### src/rtl/core/assert_macros.svh
// Assertion macros shared by the descrambler RTL.
// Files that check their own logic include this header; it needs clk and rst_n in scope.
`ifndef ASSERT_MACROS_SVH
`define ASSERT_MACROS_SVH

// Check a property on every clock edge outside reset.
`define XKD_ASSERT(lbl, prop) \
    lbl: assert property (@(posedge clk) disable iff (!rst_n) prop) \
        else $error("xkd assertion failed");

// Check a property on every clock edge, reset included.
`define XKD_ASSERT_ALWAYS(lbl, prop) \
    lbl: assert property (@(posedge clk) prop) \
        else $error("xkd assertion failed");

`endif

### src/rtl/core/xkd_pkg.sv
// Package for the xorshift keystream descrambler: constants, command and control types.
// No dependencies; every other RTL file uses it by scoped names.
`timescale 1ns / 1ps

package xkd_pkg;

    // Action codes carried on the input channel
    localparam logic ACT_SEED = 1'b0;
    localparam logic ACT_DATA = 1'b1;

    localparam logic [31:0] SEED_MASK = 32'h550f0f55;
    localparam logic [31:0] EXP_C1    = 32'h159a55e5;
    localparam logic [31:0] EXP_C2    = 32'h1f123bb5;
    localparam logic [31:0] EXP_C3    = 32'h05491333;
    localparam logic [31:0] EXP_C4    = 32'h34dad465;

    localparam int unsigned GEN_WORDS = 5;
    localparam int unsigned SH_U_R    = 7;
    localparam int unsigned SH_U_L    = 13;
    localparam int unsigned SH_W_L    = 6;

    // Low bits of the first draw give the discard count
    localparam int unsigned SKIP_W = 4;

    localparam int unsigned QUEUE_DEPTH = 2;

    // Classified command handed from front to back
    typedef struct packed {
        logic        is_seed;
        logic [31:0] seed;      // trailer word already XORed with SEED_MASK
        logic [7:0]  data_byte;
        logic        last;
    } cmd_t;

    // Generator control from the back sequencer
    typedef struct packed {
        logic load;
        logic step;
    } gen_ctrl_t;

    typedef enum logic [2:0] {
        ST_IDLE,
        ST_SEED_DRAW,
        ST_SEED_CNT,
        ST_SKIP,
        ST_DATA_XOR
    } back_state_t;

endpackage

### src/rtl/core/xorshift_keystream_descrambler_unit.sv
// Top level of the xorshift keystream descrambler.
// Depends on xkd_pkg, xkd_front, xkd_back (which holds xkd_keygen).
//
//   channel | handshake            | payload
//   --------+----------------------+------------------------------------------
//   input   | in_valid / in_ready  | action, seed_word, in_byte, in_last
//   output  | out_valid / out_ready| out_byte, out_last
//
// Back end: a data beat at an odd position goes straight to the output register;
// one at an even position steps the generator, then the registered multiply feeds
// the XOR. A seed beat loads the generator words and draws one word whose low bits
// give the discard count n (0..15), then discards n words, one step per cycle.
// The front queue takes beats while the back end is busy.
// Reset: rst_n clears the queue, the generator words to zero and the position parity.
// Stalls: a held result stays in the output register; the back end keeps working
// on seeds and even bytes until it needs that register again.
`timescale 1ns / 1ps

module xorshift_keystream_descrambler_unit #(
    parameter int unsigned QUEUE_DEPTH = xkd_pkg::QUEUE_DEPTH
) (
    input  logic        clk,
    input  logic        rst_n,
    input  logic        action,
    input  logic [31:0] seed_word,
    input  logic [7:0]  in_byte,
    input  logic        in_last,
    input  logic        in_valid,
    output logic        in_ready,
    output logic [7:0]  out_byte,
    output logic        out_last,
    output logic        out_valid,
    input  logic        out_ready
);

    xkd_pkg::cmd_t cmd;
    logic          cmd_valid;
    logic          cmd_ready;

    // Accept and classify beats; mask the seed on the way in
    xkd_front #(
        .QUEUE_DEPTH (QUEUE_DEPTH)
    ) u_front (
        .clk       (clk),
        .rst_n     (rst_n),
        .action    (action),
        .seed_word (seed_word),
        .in_byte   (in_byte),
        .in_last   (in_last),
        .in_valid  (in_valid),
        .in_ready  (in_ready),
        .cmd       (cmd),
        .cmd_valid (cmd_valid),
        .cmd_ready (cmd_ready)
    );

    // Seed, discard and descramble; hold the result beat
    xkd_back u_back (
        .clk       (clk),
        .rst_n     (rst_n),
        .cmd       (cmd),
        .cmd_valid (cmd_valid),
        .cmd_ready (cmd_ready),
        .out_byte  (out_byte),
        .out_last  (out_last),
        .out_valid (out_valid),
        .out_ready (out_ready)
    );

endmodule

### src/rtl/core/xkd_front.sv
// Front end: accepts input beats, classifies them into commands and queues them.
// Depends on xkd_pkg and assert_macros.svh.
`timescale 1ns / 1ps
`include "assert_macros.svh"

module xkd_front #(
    parameter int unsigned QUEUE_DEPTH = xkd_pkg::QUEUE_DEPTH
) (
    input  logic          clk,
    input  logic          rst_n,
    input  logic          action,
    input  logic [31:0]   seed_word,
    input  logic [7:0]    in_byte,
    input  logic          in_last,
    input  logic          in_valid,
    output logic          in_ready,
    output xkd_pkg::cmd_t cmd,
    output logic          cmd_valid,
    input  logic          cmd_ready
);

    localparam int unsigned PTR_W = $clog2(QUEUE_DEPTH);
    localparam int unsigned CNT_W = $clog2(QUEUE_DEPTH + 1);

    xkd_pkg::cmd_t q_mem [QUEUE_DEPTH];
    xkd_pkg::cmd_t entry;

    logic [PTR_W-1:0] wr_ptr_reg, wr_ptr_next;
    logic [PTR_W-1:0] rd_ptr_reg, rd_ptr_next;
    logic [CNT_W-1:0] count_reg, count_next;
    logic             push, pop;

    // Classify the incoming beat
    always_comb
    begin
        entry.is_seed   = (action == xkd_pkg::ACT_SEED);
        entry.seed      = seed_word ^ xkd_pkg::SEED_MASK;
        entry.data_byte = in_byte;
        entry.last      = in_last;
    end

    assign in_ready  = (count_reg != CNT_W'(QUEUE_DEPTH));
    assign cmd_valid = (count_reg != '0);
    assign cmd       = q_mem[rd_ptr_reg];
    assign push      = in_valid && in_ready;
    assign pop       = cmd_valid && cmd_ready;

    always_comb
    begin
        wr_ptr_next = wr_ptr_reg;
        rd_ptr_next = rd_ptr_reg;
        if (push)
        begin
            wr_ptr_next = (wr_ptr_reg == PTR_W'(QUEUE_DEPTH - 1)) ? '0 : wr_ptr_reg + PTR_W'(1);
        end
        if (pop)
        begin
            rd_ptr_next = (rd_ptr_reg == PTR_W'(QUEUE_DEPTH - 1)) ? '0 : rd_ptr_reg + PTR_W'(1);
        end
        count_next = count_reg + CNT_W'(push) - CNT_W'(pop);
    end

    always_ff @(posedge clk or negedge rst_n)
    begin
        if (!rst_n)
        begin
            wr_ptr_reg <= '0;
            rd_ptr_reg <= '0;
            count_reg  <= '0;
        end
        else
        begin
            wr_ptr_reg <= wr_ptr_next;
            rd_ptr_reg <= rd_ptr_next;
            count_reg  <= count_next;
        end
    end

    always_ff @(posedge clk)
    begin
        if (push)
        begin
            q_mem[wr_ptr_reg] <= entry;
        end
    end

    `XKD_ASSERT(a_cnt_range, count_reg <= CNT_W'(QUEUE_DEPTH))
    `XKD_ASSERT(a_ptr_meet, (wr_ptr_reg == rd_ptr_reg) |-> (count_reg == '0 || count_reg == CNT_W'(QUEUE_DEPTH)))
    `XKD_ASSERT(a_cnt_track, $past(rst_n) |-> count_reg == $past(count_reg) + CNT_W'($past(push)) - CNT_W'($past(pop)))

endmodule

### src/rtl/core/xkd_keygen.sv
// Five-word xorshift keystream generator with a registered multiply output.
// Depends on xkd_pkg.
`timescale 1ns / 1ps

module xkd_keygen (
    input  logic               clk,
    input  logic               rst_n,
    input  xkd_pkg::gen_ctrl_t ctrl,
    input  logic [31:0]        seed,
    output logic [31:0]        key
);

    logic [31:0] w_reg  [xkd_pkg::GEN_WORDS];
    logic [31:0] w_next [xkd_pkg::GEN_WORDS];
    logic [31:0] key_reg;
    logic [31:0] u;
    logic [31:0] new_w4;
    logic [31:0] mult;

    always_comb
    begin
        u      = w_reg[0] ^ (w_reg[0] >> xkd_pkg::SH_U_R);
        new_w4 = u ^ (u << xkd_pkg::SH_U_L) ^ w_reg[4] ^ (w_reg[4] << xkd_pkg::SH_W_L);
        mult   = {w_reg[2][30:0], 1'b1};

        w_next = w_reg;
        if (ctrl.load)
        begin
            // Expand the masked seed into the five words
            w_next[0] = seed;
            w_next[1] = (seed >> 1) + xkd_pkg::EXP_C1;
            w_next[2] = (seed >> 3) + xkd_pkg::EXP_C2;
            w_next[3] = (seed >> 5) + xkd_pkg::EXP_C3;
            w_next[4] = (seed >> 7) + xkd_pkg::EXP_C4;
        end
        else if (ctrl.step)
        begin
            // Shift down and append the new word
            w_next[0] = w_reg[1];
            w_next[1] = w_reg[2];
            w_next[2] = w_reg[3];
            w_next[3] = w_reg[4];
            w_next[4] = new_w4;
        end
    end

    always_ff @(posedge clk or negedge rst_n)
    begin
        if (!rst_n)
        begin
            for (int i = 0; i < xkd_pkg::GEN_WORDS; i++)
            begin
                w_reg[i] <= '0;
            end
        end
        else
        begin
            w_reg <= w_next;
        end
    end

    // Output word, low 32 bits of the product, registered on each step
    always_ff @(posedge clk)
    begin
        if (ctrl.step)
        begin
            key_reg <= new_w4 * mult;
        end
    end

    assign key = key_reg;

endmodule

### src/rtl/core/xkd_back.sv
// Back end: sequences seeding and discards, descrambles data bytes, holds the result beat.
// Depends on xkd_pkg, xkd_keygen and assert_macros.svh.
`timescale 1ns / 1ps
`include "assert_macros.svh"

module xkd_back (
    input  logic          clk,
    input  logic          rst_n,
    input  xkd_pkg::cmd_t cmd,
    input  logic          cmd_valid,
    output logic          cmd_ready,
    output logic [7:0]    out_byte,
    output logic          out_last,
    output logic          out_valid,
    input  logic          out_ready
);

    xkd_pkg::back_state_t state_reg, state_next;
    xkd_pkg::gen_ctrl_t   gen_ctrl;

    logic [31:0]               key;
    logic [xkd_pkg::SKIP_W-1:0] skip_reg, skip_next;
    logic [xkd_pkg::SKIP_W-1:0] draw_cnt;
    logic                      odd_reg, odd_next;
    logic [7:0]                hold_byte_reg;
    logic                      hold_last_reg;
    logic [7:0]                out_byte_reg, out_byte_next;
    logic                      out_last_reg, out_last_next;
    logic                      out_valid_reg;
    logic                      out_free, out_load, pop;

    xkd_keygen u_keygen (
        .clk   (clk),
        .rst_n (rst_n),
        .ctrl  (gen_ctrl),
        .seed  (cmd.seed),
        .key   (key)
    );

    assign draw_cnt = key[xkd_pkg::SKIP_W-1:0];
    assign out_free = !out_valid_reg || out_ready;
    assign pop      = cmd_valid && cmd_ready;

    // Next state
    always_comb
    begin
        state_next = state_reg;
        unique case (state_reg)
            xkd_pkg::ST_IDLE:
            begin
                if (pop && cmd.is_seed)
                begin
                    state_next = xkd_pkg::ST_SEED_DRAW;
                end
                else if (pop && !odd_reg)
                begin
                    state_next = xkd_pkg::ST_DATA_XOR;
                end
            end
            xkd_pkg::ST_SEED_DRAW:
            begin
                state_next = xkd_pkg::ST_SEED_CNT;
            end
            xkd_pkg::ST_SEED_CNT:
            begin
                if (draw_cnt > xkd_pkg::SKIP_W'(1))
                begin
                    state_next = xkd_pkg::ST_SKIP;
                end
                else
                begin
                    state_next = xkd_pkg::ST_IDLE;
                end
            end
            xkd_pkg::ST_SKIP:
            begin
                if (skip_reg == xkd_pkg::SKIP_W'(1))
                begin
                    state_next = xkd_pkg::ST_IDLE;
                end
            end
            xkd_pkg::ST_DATA_XOR:
            begin
                if (out_free)
                begin
                    state_next = xkd_pkg::ST_IDLE;
                end
            end
            default:
            begin
                state_next = xkd_pkg::ST_IDLE;
            end
        endcase
    end

    // Outputs of the sequencer
    always_comb
    begin
        cmd_ready     = 1'b0;
        gen_ctrl      = '0;
        out_load      = 1'b0;
        out_byte_next = cmd.data_byte;
        out_last_next = cmd.last;
        skip_next     = skip_reg;
        unique case (state_reg)
            xkd_pkg::ST_IDLE:
            begin
                // An odd byte goes straight to the output slot, so it needs the slot
                cmd_ready     = cmd.is_seed || !odd_reg || out_free;
                gen_ctrl.load = pop && cmd.is_seed;
                gen_ctrl.step = pop && !cmd.is_seed && !odd_reg;
                out_load      = pop && !cmd.is_seed && odd_reg;
            end
            xkd_pkg::ST_SEED_DRAW:
            begin
                gen_ctrl.step = 1'b1;
            end
            xkd_pkg::ST_SEED_CNT:
            begin
                // First discard happens here; the rest in ST_SKIP
                gen_ctrl.step = (draw_cnt != '0);
                skip_next     = draw_cnt - xkd_pkg::SKIP_W'(1);
            end
            xkd_pkg::ST_SKIP:
            begin
                gen_ctrl.step = 1'b1;
                skip_next     = skip_reg - xkd_pkg::SKIP_W'(1);
            end
            xkd_pkg::ST_DATA_XOR:
            begin
                out_load      = out_free;
                out_byte_next = hold_byte_reg ^ key[7:0];
                out_last_next = hold_last_reg;
            end
            default:
            begin
                cmd_ready = 1'b0;
            end
        endcase
    end

    always_comb
    begin
        odd_next = odd_reg;
        if (pop)
        begin
            odd_next = cmd.is_seed ? 1'b0 : !odd_reg;
        end
    end

    always_ff @(posedge clk or negedge rst_n)
    begin
        if (!rst_n)
        begin
            state_reg     <= xkd_pkg::ST_IDLE;
            odd_reg       <= 1'b0;
            skip_reg      <= '0;
            out_valid_reg <= 1'b0;
        end
        else
        begin
            state_reg <= state_next;
            odd_reg   <= odd_next;
            skip_reg  <= skip_next;
            if (out_load)
            begin
                out_valid_reg <= 1'b1;
            end
            else if (out_ready)
            begin
                out_valid_reg <= 1'b0;
            end
        end
    end

    always_ff @(posedge clk)
    begin
        if (pop && !cmd.is_seed)
        begin
            hold_byte_reg <= cmd.data_byte;
            hold_last_reg <= cmd.last;
        end
        if (out_load)
        begin
            out_byte_reg <= out_byte_next;
            out_last_reg <= out_last_next;
        end
    end

    assign out_byte  = out_byte_reg;
    assign out_last  = out_last_reg;
    assign out_valid = out_valid_reg;

    `XKD_ASSERT(a_draw_then_cnt, (state_reg == xkd_pkg::ST_SEED_DRAW) |=> (state_reg == xkd_pkg::ST_SEED_CNT))
    `XKD_ASSERT(a_skip_nonzero, (state_reg == xkd_pkg::ST_SKIP) |-> (skip_reg != '0))
    `XKD_ASSERT(a_seed_clears_odd, (pop && cmd.is_seed) |=> !odd_reg)

endmodule

### config.mk
export PLATFORM = sky130hd
export DESIGN_NAME = xorshift_keystream_descrambler_unit
export DESIGN_NICKNAME = d
export VERILOG_FILES = /design/src/rtl/core/xkd_pkg.sv /design/src/rtl/core/xorshift_keystream_descrambler_unit.sv /design/src/rtl/core/xkd_front.sv /design/src/rtl/core/xkd_keygen.sv /design/src/rtl/core/xkd_back.sv
export VERILOG_INCLUDE_DIRS = /design/src /design/src/rtl/core
export SDC_FILE = /design/constraint.sdc
export NUM_CORES = 1
export LEC_CHECK = 0
export ABC_AREA = 1
export BUFFER_PORTS_ARGS = -buffer_cell sky130_fd_sc_hd__buf_2
export CORE_MARGIN = 2
export CORE_UTILIZATION = 35
export DETAILED_ROUTE_END_ITERATION = 16
export PLACE_DENSITY_LB_ADDON = 0.05
export SYNTH_ARGS = -nofsm -noshare
export SYNTH_HDL_FRONTEND = slang
export SYNTH_SLANG_ARGS = --single-unit
### constraint.sdc
create_clock -name clk -period 5.95 [get_ports clk]
set_clock_uncertainty 0.05 [all_clocks]
set_input_delay 1.19 -clock clk [delete_from_list [all_inputs] [get_ports clk]]
set_output_delay 1.19 -clock clk [all_outputs]
set_load 0.01 [all_outputs]
==> summary.md <==
| Metric | Value |
|---|---|
| Pre-Repair DR Iteration Count | 5 |
| Flops & latches, synth | between 200 and 300 |
| Slew Viols, Final | 0 |
| Relative slew slack | 38.5% |
| Htree depth | 2 |
| Critical path, cell by cell | or2_2, nand3_1, nand2_1, inv_1, nand2_1, fa_1, inv_1, ha_1, fa_1, inv_1, fa_1, inv_1, ha_1, nand2_1, nor2_1, a211oi_1, xnor2_1, nand3_1, nand2_1, inv_1, nand2_1, nand2_1 |
| Worst path max stage delay | 540 ps |
| Initial Util | a little over a third |
| Least-Margin Pin Slew | 922 ps |
| Top Layer Used | met4 |
| Ant diodes | 0 |
| Tot GR Track Use | 26.6% |
| Max Root-Sink Buffers | 3 |
| Critical path peak fanout | 4 |
| TritonCTS Buffers | 36 |
| Number of global-route vias before repair | 16.6k |
| Share of the core filled with cells in the final layout | 39.4% |
| Routability cong. | 0.947 |
| DR vias | 17.4k |
| Die area | 55400 sq um |
| Max Fclk | approximately 0.22 GHz |
| Period utilisation layout | slightly below 80% |
| Initial antenna violation count | 3 |
| Total Wirelength | between 70 and 80 mm |
| WL met2 | 30.6 mm |
| CTS Hold Buffers Added | 0 |
| Worst setup EP type | flip-flop |
| DR DRC count | 0 |
| Seq/Total Area, Yosys | 40.8% |
| Pin count of the biggest net entering global routing | 98 |
| Antenna-violating nets left | 0 |
| I/O pin cnt | 57 |
| Site Rows | 84 |
| Cells after Synth | ~2.6k |
| Mapped cell area | 18700 sq um |
| Status | completed |
| Root buf cell | clkbuf_16 |
| Max cap viols | 0 |
| Critical path launch point type | flip-flop |
| Clock sinks | about 280 |
| Final critical-path required period | roughly 4600 ps |
| Syn_nets | 2640 |
| Unrepaired setup endpoints after global routing | no |
| Routed met3 length | about 5.8 mm |
| Core area | 52800 sq um |
| Req. time, crit path | 6230 ps |
| Fraction of layout instances using a drive strength above 1 | about a tenth |
| Placement Setup Slack | about 1300 ps |
| Die X | 235 um |
| Layout area overhead | 11.1% |
| Min setup slack post-route | 1350 ps |
| DIE HEIGHT | 235 um |
| Met1 wire length | ~35 mm |
| Via density | 5.28 |
| Nets@finish | 2666 |
| Cts repair resizes | 0 |
| Max FFs per register | 129 |
| WL per Instance | 22.6 um |
| Endpoints failing setup | 0 |
| Clock Latency Late Sink | roughly 580 ps |
| Post-CTS Setup Inserts | 0 |
| Overflow after GRT | 0 |
| Cell mode on critical path | nand2_1 |
| CTS tree | yes |
| Hold crit path type | flip-flop to flip-flop |
| Final hold slack | 430 ps |
| Mean post-synth cell area | 7.34 sq um |
| Setup TNS | 0 ps |
| Crit path max-delay cell type | fa_1 |
| Warnings, synthesis | 0 |
| # fillers | 5647 |
| Critical path class | flip-flop to flip-flop |
| Netlist cell types | 53 |
| Final Hold Fails | 0 |
| Post-DP HPWL | 56.3 mm |
| First-pass GRT wire length | 109 mm |
| DRT iter0 DRCs | about 1.7k |
| Clk slew on worst S/H paths | roughly 60 ps |
| I/O Buffers | 56 |
| Critical Path AT | 4880 ps |
cell usage after synthesis (all sizes together):
master / n / area share, %
nor3: 16 / 0.43
dfrtp: 173 / 23
a22o: 2 / 0.094
o21a: 1 / 0.040
fa: 12 / 1.3
o22ai: 14 / 0.47
o221ai: 13 / 0.61
o311ai: 2 / 0.094
o2111ai: 3 / 0.14
a211oi: 15 / 0.60
inv: 316 / 6.4
buf: 68 / 2.3
o31ai: 4 / 0.16
clkinv: 1 / 0.020
or2: 12 / 0.40
o21bai: 5 / 0.20
mux2i: 1 / 0.053
nand4: 42 / 1.4
a221oi: 1 / 0.047
o221a: 1 / 0.060
a21boi: 1 / 0.040
a21oi: 59 / 1.6
a22oi: 7 / 0.28
a31oi: 11 / 0.37
clkbuf: 15 / 0.30
o211ai: 18 / 0.72
xor2: 42 / 2.0
edfxtp: 110 / 18
nand3: 156 / 4.2
o21ai: 142 / 4.1
nand3b: 23 / 0.92
xnor2: 72 / 3.4
nor2: 331 / 7.2
nand2: 826 / 17
ha: 32 / 2.1
and2: 3 / 0.10
per-layer routing:
metal  GRT usage [%]  up-vias
met5               0        -
met4            9.50        0
met3            4.80      116
met2            38.4      661
met1            39.5     8372
li1                -     8227
layout make-up:
class	instances	area [sq um]	share of cell area, %
tap	688	861	4.14
timing repair buffer	71	427	2.05
sequential	283	7630	36.7
inverter	317	1200	5.75
multi-input combinational	1867	9450	45.5
clock buffer	52	1020	4.91
clock inverter	14	205	0.987
critical path, delay by kind of cell (launching register included):
kind | cells | cell delay, ps
buffers and inverters | 5 | 320
and+or+nand+nor | 10 | 1000
xor gates and xnor gates | 1 | 170
AOI/OAI and AO/OA | 1 | 210
DFF | 1 | 410
adders and majority gates | 5 | 2200
cell families (layout without fill, tap and decap cells):
group	count (synthesis)	in the layout	share of synthesized area, %
mux	1	1	0.0535
buf+inv	400	454	8.93
simple gates	1409	1409	31.9
compound gates	299	299	9.64
flops	283	283	40.8
fa+ha+maj	44	44	3.42
xor+xnor	114	114	5.33
placed cells by master, fill, tap and decap left out, types with 13 or more instances in the layout:
| cell type | n |
|---|---|
| buf_2 | 55 |
| nand3b_1 | 23 |
| o21ai_1 | 23 |
| nand4_1 | 41 |
| inv_2 | 30 |
| nor3_1 | 16 |
| edfxtp_1 | 110 |
| o22ai_1 | 14 |
| xnor2_1 | 72 |
| a211oi_1 | 15 |
| o211ai_1 | 18 |
| nand2_1 | 790 |
| inv_1 | 285 |
| ha_1 | 32 |
| nor2_1 | 306 |
| clkbuf_16 | 36 |
| o21ai_0 | 108 |
| o221ai_1 | 13 |
| nand3_1 | 155 |
| nor2_2 | 16 |
| xor2_1 | 42 |
| buf_4 | 13 |
| dfrtp_1 | 172 |
| a21oi_1 | 59 |
| nand2_2 | 28 |
stage by stage:
| step | instance area [sq um] | cells |
|---|---|---|
| 2_1_floorplan | 18700 | 2550 |
| 3_3_place_gp | 19600 | 3226 |
| 3_5_place_dp | 19600 | 3226 |
| 4_1_cts | 20800 | 3292 |
| 5_1_grt | 20800 | 3292 |
| 6_report | 20800 | 3292 |
final timing paths:
check	to	cells after the start	start	slack, ps
setup reg to reg	u_back.u_keygen.key[7]	22	u_back.u_keygen.w_reg[138]	1350
hold / removal	u_back.u_keygen.mult[25]	2	u_back.u_keygen.mult[25]	430
hold reg to reg	u_back.u_keygen.mult[25]	2	u_back.u_keygen.mult[25]	430
setup / recovery	u_back.u_keygen.key[7]	22	u_back.u_keygen.w_reg[138]	1350
min in group asynchronous	u_back.u_keygen.w_reg[99]	1	rst_n	580
max in group asynchronous	u_front.rd_ptr_reg	2	rst_n	4150
Power is not shown: default switching activity piles up to over one toggle a cycle in this logic, so the estimate is an artifact.
